File: src/design/tsi_pkg.sv
// Shared types and constants for the timestamp sync interpolator.
// Used by every module of the block but tsi_ram; depends on nothing.
package tsi_pkg;

	localparam int AXES = 6;
	localparam int STAMP_W = 48;
	localparam int VEL_W = 32;
	localparam int GAP_W = 24;
	localparam int STATUS_W = 3;
	// Bracket spans fit this width; wider spans fall back to front values
	localparam int SPAN_W = 25;
	localparam int PROD_W = VEL_W + SPAN_W + 1;
	localparam logic [STAMP_W-1:0] SPAN_MAX = 48'd33554430;
	localparam logic [GAP_W-1:0] GAP_RESET = 24'd200000;

	// Result status codes
	localparam logic [STATUS_W-1:0] ST_STORED = 3'd0;
	localparam logic [STATUS_W-1:0] ST_DROPPED = 3'd1;
	localparam logic [STATUS_W-1:0] ST_SYNCED = 3'd2;
	localparam logic [STATUS_W-1:0] ST_LATE = 3'd3;
	localparam logic [STATUS_W-1:0] ST_FEW = 3'd4;

	typedef logic [AXES-1:0][VEL_W-1:0] vel_vec_t;

	typedef struct packed {
		logic action;
		logic [STAMP_W-1:0] stamp;
		vel_vec_t vel;
	} item_t;

	typedef struct packed {
		logic [STAMP_W-1:0] stamp;
		vel_vec_t vel;
	} sample_t;

	typedef struct packed {
		logic [STATUS_W-1:0] status;
		logic [STAMP_W-1:0] stamp;
		vel_vec_t vel;
	} result_t;

endpackage

File: src/design/tsi_front.sv
// Front end: two-word input queue that takes pushes and sync queries.
// Depends on tsi_pkg.
module tsi_front (
	input  logic           clk,
	input  logic           arst_n,
	input  logic           push,
	output logic           full,
	input  tsi_pkg::item_t in_item,
	output logic           avail,
	output logic           is_sync,
	output tsi_pkg::item_t head_item,
	input  logic           take
);

	tsi_pkg::item_t slot_q [2];
	logic       wr_q;
	logic       rd_q;
	logic [1:0] cnt_q;
	logic       do_push;
	logic       do_take;

	assign full = cnt_q == 2'd2;
	assign avail = cnt_q != 2'd0;
	assign head_item = slot_q[rd_q];
	assign is_sync = head_item.action;
	assign do_push = push && !full;
	assign do_take = take && avail;

	// Store the incoming word
	always_ff @(posedge clk) begin
		if (do_push) begin
			slot_q[wr_q] <= in_item;
		end
	end

	// Advance pointers and fill count
	always_ff @(posedge clk or negedge arst_n) begin
		if (!arst_n) begin
			wr_q <= 1'b0;
			rd_q <= 1'b0;
			cnt_q <= 2'd0;
		end else begin
			if (do_push) begin
				wr_q <= !wr_q;
			end
			if (do_take) begin
				rd_q <= !rd_q;
			end
			if (do_push && !do_take) begin
				cnt_q <= cnt_q + 2'd1;
			end else if (do_take && !do_push) begin
				cnt_q <= cnt_q - 2'd1;
			end
		end
	end

endmodule

File: config.mk
export PLATFORM = sky130hd
export DESIGN_NAME = tsi_front
export DESIGN_NICKNAME = d
export VERILOG_FILES = /design/src/design/tsi_pkg.sv /design/src/design/tsi_front.sv
export SDC_FILE = /design/constraint.sdc
export NUM_CORES = 1
export LEC_CHECK = 0
export ABC_AREA = 1
export BUFFER_PORTS_ARGS = -buffer_cell sky130_fd_sc_hd__buf_4
export CAP_MARGIN = 40
export CORE_MARGIN = 3
export CORE_UTILIZATION = 30
export DETAILED_ROUTE_END_ITERATION = 8
export SLEW_MARGIN = 20
export SYNTH_ARGS = -nofsm -noshare
export SYNTH_HDL_FRONTEND = slang
export SYNTH_SLANG_ARGS = --single-unit
File: constraint.sdc
create_clock -name clk -period 12 [get_ports clk]
set_input_delay 2.4 -clock clk [delete_from_list [all_inputs] [get_ports clk]]
set_output_delay 2.4 -clock clk [all_outputs]
set_load 0.005 [all_outputs]
==> key figures, run 1 <==
Clock network
  • Post-CTS Setup Bufs: 0
  • Clock transition at path regs: about 60 ps
  • CTS Buf Count: slightly above 50
  • H-tree levels: 2
  • Root buf cell: clkbuf_16
  • CTS tree: yes
  • CTS resizes: 0
  • Longest Clk Path Bufs: 3
  • Clk_lat worst skew: ~580 ps
  • Post-CTS Hold Fix Bufs: 0
  • Clk sinks: about 500

Global routing
  • Largest net degree at the start of global routing: 123
  • Initial antenna violation count: 1
  • First-pass GRT wire length: 66200 µm
  • Total GRT Usage: approximately 14%
  • Vias in the first global route: 11100
  • Grt ovf: 0

Job
  • Max Cap Violations: 0

Placed design
  • Placed Area: about 22000 µm²
  • DP HPWL: around 29000 µm
  • Placer Congestion: 0.783
  • Setup WS pre-CTS: about 6700 ps
  • I/O Buffers: a little under 500

Power
  • Sequential share of power: 41.3%
  • Pwr Density: between 200 and 250 nW/µm²
  • Pleak: roughly 10 nW
  • Max VDD drop: 0.000152 V
  • Switch share: between 30% and 40%
  • Sw Pwr: ~1.8 mW
  • Logic pwr share: around 33%
  • Clk pwr share: approximately 26%
  • Cell Int Power: 3.99 mW

Synthesis
  • Post-synth ARST share: 0.823%
  • Compound-Gate Fraction of Synth Area: 0.0281%
  • Most frequent cell after synthesis: nand2_1
  • Synthesized area: roughly 18000 µm²
  • Post-Synth XOR/XNOR Area: 0.0492%
  • Mapped Nets: about 1500
  • Syn Area/Cell: 13.8 µm²
  • Post-synth top area cell: edfxtp_1
  • Mux contribution to synthesized area: 0%
  • Post-synthesis sequential area ratio: 81.9%
  • Most used DFF post-synth: edfxtp_1
  • Largest family of logic cells by synthesized area: simple AND/OR/NAND/NOR gates
  • Most frequent cells after synthesis: nand2_1, edfxtp_1, buf_2
  • Synth warn: 0
  • Synthesized flop and latch total: around 490
  • Post-synth EDFFs: approximately 480
  • Simple-gate share of the synthesized area: 15.6%
  • Synth Instances: around 1300
  • Yosys cell types: 15
  • Post-Synth Adder-Cell Area: less than 1%
  • Dominant cells by area after synthesis: edfxtp_1, nand2_1, buf_2, buf_6, dfrtp_1
  • Synth top area share: roughly 80%

STA
  • # setup viols final: 0
  • Tcrit/Tclk final: 41.3%
  • Clock skew: between 20 and 25 ps
  • Achievable Freq: about 200 MHz
  • Tmin final: 4950 ps
  • Final Slew Violations: 0
  • Hold_ws: roughly 480 ps
  • Slew @ Worst Pin: around 900 ps
  • Setup TNS: 0 ps
  • Final Hold Vio Count: 0
  • Fin worst setup slack: a little over 7000 ps
  • RSZ-0062 raised after global routing: no
  • Slew headroom: roughly 40%

Run status
  • Outcome: completed

Critical path
  • WP data arrival: around 2600 ps
  • Crit-path cells: buf_16 -> buf_4 -> buf_16 -> nand2_1 -> nand2_1 -> buf_4
  • Crit path max-delay cell type: dfrtp_4
  • Req. time, crit path: approximately 9600 ps
  • CP startpoint kind: flip-flop
  • Crit. End Element: primary output
  • Critical path's largest stage delay: just over 500 ps
  • Max FO, Critical Path: 64
  • Kind of critical path: reg -> out

Layout
  • Fillers: around 5400
  • Nets@finish: between 2000 and 2500
  • Share of cells above drive strength 1: 31.7%
  • Area growth syn-to-layout: 34.7%
  • Final instance area: about 24000 µm²

Routing
  • Wirelength per Cell: between 15 and 20 µm
  • Routed Antenna Nets: 0
  • Final wirelength: 44200 µm
  • Routed via count: 11100
  • Via density: about 4.3
  • DRT Pass-1 Iters: 4
  • DR iter-0 viols: about 620
  • Drc violations: 0

Floorplanning
  • I/O pins: 489
  • Die H: 249 µm
  • Core area: 58100 µm²
  • Die outline width: roughly 250 µm
  • Site row count: 88
  • Effective utilization at floorplan: between 30% and 40%
  • Die area: about 62000 µm²

Min path
  • Hold Path Class: reg -> reg
[power groups by stage]
stage	registers [mW]	logic, mW	clock network, mW
2_1_floorplan	2.50	0.879	0
3_3_place_gp	2.46	1.85	0
3_5_place_dp	2.47	1.90	0
4_1_cts	2.44	1.91	1.55
5_1_grt	2.43	2.12	1.62
6_report	2.40	1.91	1.50
[placed cells by master (no fill, tap or decap), types with 5 or more instances in the layout]
cell / netlist / final
buf_16: 0 / 8
clkbuf_1: 3 / 5
clkinv_2: 0 / 8
nand2_1: 734 / 734
edfxtp_1: 482 / 482
inv_1: 7 / 6
buf_4: 12 / 495
clkinvlp_4: 0 / 5
clkbuf_16: 0 / 51
clkinv_1: 0 / 14
[routing by layer]
metal  vias up  wire (µm)  GRT usage, %
li1       5386          -             -
met1      5297      17300          16.0
met2       367      21800          22.9
met3        76       3870          5.20
met4         0       1280          4.36
met5         -          0             0
[critical path, delay by kind of cell (launching register included)]
kind | cells | cell delay [ps]
buf+inv | 4 | 1140
flops | 1 | 510
simple gates | 2 | 230
[cells by family (layout without fill, tap and decap cells)]
| kind of cell | Yosys count | after routing |
|---|---|---|
| fa+ha+maj | 1 | 1 |
| xor+xnor | 1 | 1 |
| other cells | 0 | 1 |
| simple gates | 740 | 740 |
| flops | 486 | 486 |
| buf+inv | 62 | 605 |
| compound gates | 1 | 1 |
[per-stage QoR]
step / power (mW) / instances / utilization (%)
after floorplan: 3.38 / 1291 / -
after global placement: 4.31 / 2498 / 38.1
after detailed placement: 4.37 / 2504 / 38.4
after CTS: 5.90 / 2596 / 41.1
after global routing: 6.17 / 2599 / 41.2
final: 5.81 / 2600 / 41.2
[cell type report]
class                           instances  area [µm²]  area share, %
Antenna cell                            1        2.50         0.0104
Clock buffer                           56        1290           5.40
Clock inverter                         36         294           1.23
Inverter                                8        45.0          0.188
Multi-Input combinational cell        743        2820           11.8
Sequential cell                       486       14600           60.8
Tap cell                              765         957           3.99
Timing Repair Buffer                  505        3980           16.6
[flip-flops by register name, indices dropped and copies added, names as in the netlist]
signal / flops
wr_q: 1
rd_q: 1
slot_q: 482
cnt_q: 2
[path summary, 6_finish.rpt]
path,startpoint,end,slack [ps],cells past startpoint
setup / recovery,rd_q,head_item[146],7050,6
hold / removal,cnt_q[1],cnt_q[1],480,2
setup reg to reg,cnt_q[1],slot_q[1][84],9190,6
hold reg to reg,cnt_q[1],cnt_q[1],480,2
max in group asynchronous,arst_n,rd_q,10260,1
min in group asynchronous,arst_n,cnt_q[1],1610,1
Note: power is estimated with default switching activity, not from simulation.
==> inputs of run 2 (changes only) <==
Settings changed: ABC_AREA 1 to 0.
Clock period 12 ns to 4.8 ns, I/O delays scaled along.
==> key figures, run 2 <==
Synthesis
  • Synthesized area: 18300 µm² (was 17800 µm²)
  • Post-Synth XOR/XNOR Area: 0.239% (was 0.0492%)
  • Syn Area/Cell: 23.8 µm² (was 13.8 µm²)
  • Compound-Gate Fraction of Synth Area: 0% (was 0.0281%)
  • Most used DFF post-synth: edfxtp_1 (unchanged)
  • Synth warn: 0 (unchanged)
  • Simple-gate share of the synthesized area: 0.184% (was 15.6%)
  • Most frequent cells after synthesis: edfxtp_1, mux2_4, mux2_2 (was nand2_1, edfxtp_1, buf_2)
  • Synthesized flop and latch total: 486 (unchanged)
  • Post-synth EDFFs: 482 (unchanged)
  • Largest family of logic cells by synthesized area: multiplexers (was simple AND/OR/NAND/NOR gates)
  • Dominant cells by area after synthesis: edfxtp_1, mux2_4, mux2_2, buf_6, dfrtp_1 (was edfxtp_1, nand2_1, buf_2, buf_6, dfrtp_1)
  • Yosys cell types: 16 (was 15)
  • Mapped Nets: 1016 (was 1537)
  • Post-Synth Adder-Cell Area: 0.0682% (was 0.0703%)
  • Synth Instances: 770 (was 1291)
  • Most frequent cell after synthesis: edfxtp_1 (was nand2_1)
  • Synth top area share: 78.9% (was 81.4%)
  • Post-synth ARST share: 0.823% (unchanged)
  • Post-synth top area cell: edfxtp_1 (unchanged)
  • Mux contribution to synthesized area: 18.5% (was 0%)
  • Post-synthesis sequential area ratio: 79.5% (was 81.9%)

STA
  • Achievable Freq: between 200 and 300 MHz
  • Tcrit/Tclk final: between 70% and 80%
  • Clock skew: 15.4 ps (was 24.8 ps)
  • # setup viols final: 0 (unchanged)
  • Tmin final: around 3500 ps
  • Fin worst setup slack: 1290 ps (was 7050 ps)
  • Final Slew Violations: 0 (unchanged)
  • Slew @ Worst Pin: 828 ps (was 896 ps)
  • Hold_ws: 176 ps (was 483 ps)
  • RSZ-0062 raised after global routing: no (unchanged)
  • Final Hold Vio Count: 0 (unchanged)
  • Slew headroom: 44.8% (was 40.3%)

Min path
  • Hold Path Class: in -> async (was reg -> reg)

Floorplanning
  • Die area: 64100 µm² (was 62200 µm²)
  • Die outline width: 253 µm (was 249 µm)
  • I/O pins: 489 (unchanged)
  • Die H: 253 µm (was 249 µm)
  • Effective utilization at floorplan: 30.7% (was 30.6%)
  • Core area: 59700 µm² (was 58100 µm²)
  • Site row count: 89 (was 88)

Run status
  • Outcome: completed (unchanged)

Routing
  • Wirelength per Cell: 20.2 µm (was 17.0 µm)
  • Routed Antenna Nets: 0 (unchanged)
  • Via density: 4.28 (about the same)
  • Final wirelength: 43100 µm (was 44200 µm)
  • DRT Pass-1 Iters: 7 (was 4)
  • Routed via count: 9124 (was 11100)
  • Drc violations: 0 (unchanged)
  • DR iter-0 viols: 459 (was 623)

Layout
  • Biggest register: slot_q (unchanged)
  • FF+latch area: 14600 µm² (unchanged)
  • Nets@finish: 1558 (was 2041)
  • Multi-input gate area: 3510 µm² (was 2820 µm²)
  • Fillers: 5327 (was 5394)
  • Max FFs per register: 482 (unchanged)
  • Area growth syn-to-layout: 35.2% (was 34.7%)
  • Commonest non-fill, non-tap cell in the layout: buf_4 (was nand2_1)
  • Util after Layout: 41.5% (was 41.2%)
  • Share of cells above drive strength 1: 61.7% (was 31.7%)
  • Largest registers: slot_q: 482 flops, cnt_q: 2 flops (unchanged)
  • Commonest non-fill, non-tap cells in the layout: buf_4, edfxtp_1, mux2_4 (was nand2_1, buf_4, edfxtp_1)

Critical path
  • CP startpoint kind: flip-flop (unchanged)
  • WP data arrival: 2550 ps (about the same)
  • Kind of critical path: reg -> out (unchanged)
  • Max FO, Critical Path: 51 (was 64)
  • R2R setup slack: 2550 ps (was 9190 ps)
  • Req. time, crit path: 3840 ps (was 9600 ps)
  • Crit. End Element: primary output (unchanged)

Clock network
  • Clk_lat worst skew: 570 ps (was 580 ps)
  • Root buf cell: clkbuf_16 (unchanged)
  • Clk sinks: 486 (unchanged)
  • Clock transition at path regs: 60 ps (about the same)
  • Post-CTS Hold Fix Bufs: 0 (unchanged)
  • CTS tree: yes (unchanged)
  • Longest Clk Path Bufs: 3 (unchanged)
  • H-tree levels: 2 (unchanged)
  • CTS resizes: 0 (unchanged)
  • Post-CTS Setup Bufs: 0 (unchanged)
  • CTS Buf Count: 53 (was 51)

Placed design
  • Setup WS pre-CTS: 1860 ps (was 6740 ps)
  • I/O Buffers: 488 (unchanged)
  • DP HPWL: 30700 µm (was 29200 µm)
  • Placer Congestion: 0.752 (was 0.783)

Global routing
  • Initial antenna violation count: 2 (was 1)
  • Vias in the first global route: 10100 (was 11100)
  • Grt ovf: 0 (unchanged)
  • First-pass GRT wire length: 61700 µm (was 66200 µm)
  • Total GRT Usage: 12.8% (was 13.6%)
  • Largest net degree at the start of global routing: 95 (was 123)

Power
  • Pleak: 9.66 nW (was 10.0 nW)
  • Max VDD drop: 0.000306 V (was 0.000152 V)
  • Pwr Density: 604 nW/µm² (was 243 nW/µm²)

Job
  • Max Cap Violations: 0 (unchanged)
==> run 2: cell count changes in the layout (fill, tap and decap cells not counted), sizes merged, moves of 2 or more <==
cell      before  now
clkbuf        56   63
xnor2          1    3
mux2           0  241
nand3          2    0
nand2        734    2
inv           11    5
buf          505  515
clkinvlp       5    1
clkinv        24   28
xor2           0    2
==> run 2: worst paths after layout <==
kind                       cells after the start              to  startpoint
min                                            1            wr_q      arst_n
min reg2reg                                    1        cnt_q[1]    cnt_q[1]
max reg2reg                                    4   slot_q[1][92]    cnt_q[0]
min in group clk                               1        cnt_q[1]    cnt_q[1]
max                                            3  head_item[117]        rd_q
max in group asynchronous                      1            rd_q      arst_n
==> run 2: per-layer routing <==
layer  GRT usage [%]  vias up  wire length (µm)
met4            4.84        0              1150
li1                -     4169                 -
met1            13.7     4591             15400
met2            23.6      293             23500
met3            3.92       71              2910
met5               0        -                 0
==> run 2: layout make-up <==
cell class	count	area share, %
Clock buffer	63	5.67
Antenna cell	2	0.0202
Clock inverter	37	1.29
Timing Repair Buffer	515	16.1
Tap cell	773	3.90
Sequential cell	486	58.8
Inverter	2	0.0303
Multi-Input combinational cell	254	14.2
==> run 2: worst max-delay path, stage by stage, from the launching register on <==
cell	delay, ps
dfrtp_4	960
buf_12	390
mux2_4	350
buf_4	140
==> run 2: cell families (layout without fill, tap and decap cells) <==
family,after synthesis,count (layout)
DFF,486,486
and+or+nand+nor,7,7
other,0,2
adders and majority gates,1,1
buffers and inverters,30,617
xor gates and xnor gates,5,5
muxes,241,241
==> run 2: stage by stage <==
step	setup TNS [ps]	area, µm²	instances	power (mW)
final	0	24800	2132	15.0
after global routing	0	24800	2132	15.7
after CTS	0	24800	2130	15.2
after detailed placement	0	23100	2030	11.2
after global placement	0	23000	2029	11.1
after floorplan	-45300	18400	770	8.92
==> run 2: where the power goes <==
part | switching (mW) | leakage, nW | internal [mW]
sequential | 0.329 | 4.52 | 5.80
clock | 1.61 | 0.844 | 2.36
combinational | 2.08 | 4.29 | 2.78
==> inputs of run 3 (changes only) <==
Clock period 4.8 ns to 3.57 ns, I/O delays scaled along.
==> key figures, run 3 (synthesis gave the netlist of run 2 again) <==
Clock network
  • Clk sinks: 486 (unchanged)
  • CTS Buf Count: 53 (unchanged)
  • CTS resizes: 0 (unchanged)
  • Clock transition at path regs: 60 ps (about the same)
  • H-tree levels: 2 (unchanged)
  • Clk_lat worst skew: 560 ps (was 570 ps)
  • Root buf cell: clkbuf_16 (unchanged)
  • Longest Clk Path Bufs: 3 (unchanged)
  • CTS tree: yes (unchanged)

Layout
  • Final instance area: 24800 µm² (about the same)
  • Area growth syn-to-layout: 35.0% (was 35.2%)
  • Share of cells above drive strength 1: 62.0% (was 61.7%)
  • Commonest non-fill, non-tap cells in the layout: buf_4, edfxtp_1, mux2_4 (unchanged)
  • Commonest non-fill, non-tap cell in the layout: buf_4 (unchanged)
  • Biggest register: slot_q (unchanged)
  • Max FFs per register: 482 (unchanged)
  • Largest registers: slot_q: 482 flops, cnt_q: 2 flops (unchanged)
  • Nets@finish: 1566 (was 1558)

Routing
  • DRT met1 WL: 15600 µm (was 15400 µm)
  • DRT Pass-1 Iters: 5 (was 7)
  • Drc violations: 0 (unchanged)
  • Top layer in use: met4 (unchanged)
  • Routed Antenna Nets: 0 (unchanged)
  • Routed via count: 9087 (was 9124)
  • Via density: 4.26 (was 4.28)
  • Metal3 WL: 2820 µm (was 2910 µm)
  • Routed met2 length: 22700 µm (was 23500 µm)
  • DR iter-0 viols: 443 (was 459)
  • Wirelength per Cell: 20.0 µm (was 20.2 µm)
  • Final wirelength: 42500 µm (was 43100 µm)

Power
  • Pleak: 9.65 nW (was 9.66 nW)
  • Sequential share of power: 41.1% (was 40.9%)
  • Cell Int Power: 14.6 mW (was 10.9 mW)
  • Sw Pwr: 5.32 mW (was 4.02 mW)
  • Pwr Density: 806 nW/µm² (was 604 nW/µm²)
  • Clk pwr share: 25.7% (was 26.5%)
  • Switch share: 26.7% (was 26.9%)
  • Logic pwr share: 33.2% (was 32.5%)
  • Max VDD drop: 0.000546 V (was 0.000306 V)

Critical path
  • Critical path's largest stage delay: 870 ps (was 960 ps)
  • Req. time, crit path: 2860 ps (was 3840 ps)
  • Worst Setup SP: rd_q (unchanged)
  • CP delay by family, top: flip-flops (unchanged)
  • Crit. End Element: primary output (unchanged)
  • WP data arrival: 2400 ps (was 2550 ps)
  • Crit-path cells: buf_4 -> mux2_2 -> buf_4 (was buf_12 -> mux2_4 -> buf_4)
  • Kind of critical path: reg -> out (unchanged)
  • Max FO, Critical Path: 34 (was 51)
  • Crit-path most repeated cell: buf_4
  • CP startpoint kind: flip-flop (unchanged)
  • CP bufs+invs: 2 (unchanged)
  • Crit path max-delay cell type: dfrtp_4 (unchanged)
  • Reg-to-Reg Start: cnt_q[0] (unchanged)

Floorplanning
  • Die area: 64100 µm² (unchanged)
  • Die outline width: 253 µm (unchanged)
  • Core area: 59700 µm² (unchanged)
  • Effective utilization at floorplan: 30.7% (unchanged)
  • I/O pins: 489 (unchanged)
  • Die H: 253 µm (unchanged)
  • Site row count: 89 (unchanged)

Placed design
  • DP HPWL: 30300 µm (was 30700 µm)
  • Placed Area: 23100 µm² (about the same)
  • Placer Congestion: 0.778 (was 0.752)
  • I/O Buffers: 488 (unchanged)
  • Setup WS pre-CTS: 1020 ps (was 1860 ps)

STA
  • Achievable Freq: around 320 MHz
  • Final Slew Violations: 0 (unchanged)
  • Fin worst setup slack: 460 ps (was 1290 ps)
  • Tmin final: approximately 3100 ps
  • # setup viols final: 0 (unchanged)
  • Clock skew: 10.4 ps (was 15.4 ps)
  • Tcrit/Tclk final: just under 90%
  • Slew headroom: 54.2% (was 44.8%)
  • Slew @ Worst Pin: 687 ps (was 828 ps)
  • Final Hold Vio Count: 0 (unchanged)
  • RSZ-0062 raised after global routing: no (unchanged)

Global routing
  • Total GRT Usage: 12.6% (was 12.8%)
  • First-pass GRT wire length: 60900 µm (was 61700 µm)
  • Largest net degree at the start of global routing: 86 (was 95)
  • Grt ovf: 0 (unchanged)
  • Initial antenna violation count: 4 (was 2)
  • Vias in the first global route: 9939 (was 10100)

Min path
  • HP Start: in_item[38]
  • Hold Path Class: in -> reg (was in -> async)

Run status
  • Outcome: completed (unchanged)

Job
  • Max Cap Violations: 0 (unchanged)
==> run 3: repair_timing <==
item | CTS | global route
buffers inserted | 0 | 0
setup endpoints to repair | 0 | 0
hold buffers | 1 | 0
endpoints found under the hold margin | 4 | 0
==> run 3: metrics by stage <==
step	setup TNS [ps]	util (%)	hold WS [ps]	cells	power [mW]
2_1_floorplan	-408970	-	418	770	12.0
3_3_place_gp	0	38.7	476	2037	15.0
3_5_place_dp	0	38.7	508	2037	15.1
4_1_cts	0	41.5	267	2127	20.4
5_1_grt	0	41.5	279	2131	20.9
6_report	0	41.5	327	2131	20.0
==> run 3: power by group through the flow <==
stage | combinational [mW] | clock (mW) | sequential, mW
after global placement | 6.74 | 0 | 8.28
after floorplan | 3.72 | 0 | 8.28
after detailed placement | 6.79 | 0 | 8.33
after global routing | 7.08 | 5.54 | 8.31
after CTS | 6.81 | 5.33 | 8.22
final | 6.63 | 5.13 | 8.20
==> run 3: area by class of cell <==
type	instances	area, µm²
multi-input combinational	254	3510
clock buffer	59	1350
inverter	2	7.51
fill	5350	34900
timing repair buffer	523	4070
tap	773	967
sequential	486	14600
clock inverter	30	275
antenna	4	10.0
==> run 3: worst paths after layout <==
kind | end | slack (ps) | cells after the start
max | head_item[239] | 460 | 3
min | slot_q[1][38] | 330 | 1
max reg2reg | slot_q[1][71] | 1440 | 3
min reg2reg | cnt_q[1] | 500 | 1
max in group asynchronous | rd_q | 2930 | 2
min in group asynchronous | rd_q | 510 | 2
==> run 3: routing by layer <==
layer  vias up  GRT usage [%]
met4         0           5.16
met5         -              0
met1      4555           13.8
met2       283           22.9
li1       4172              -
met3        77           3.86
==> run 3: worst reg2reg max path, stage by stage, from the launching register on <==
cell      delay [ps]
dfrtp_1          410
nand2b_1         300
and3_4           500
buf_12           440
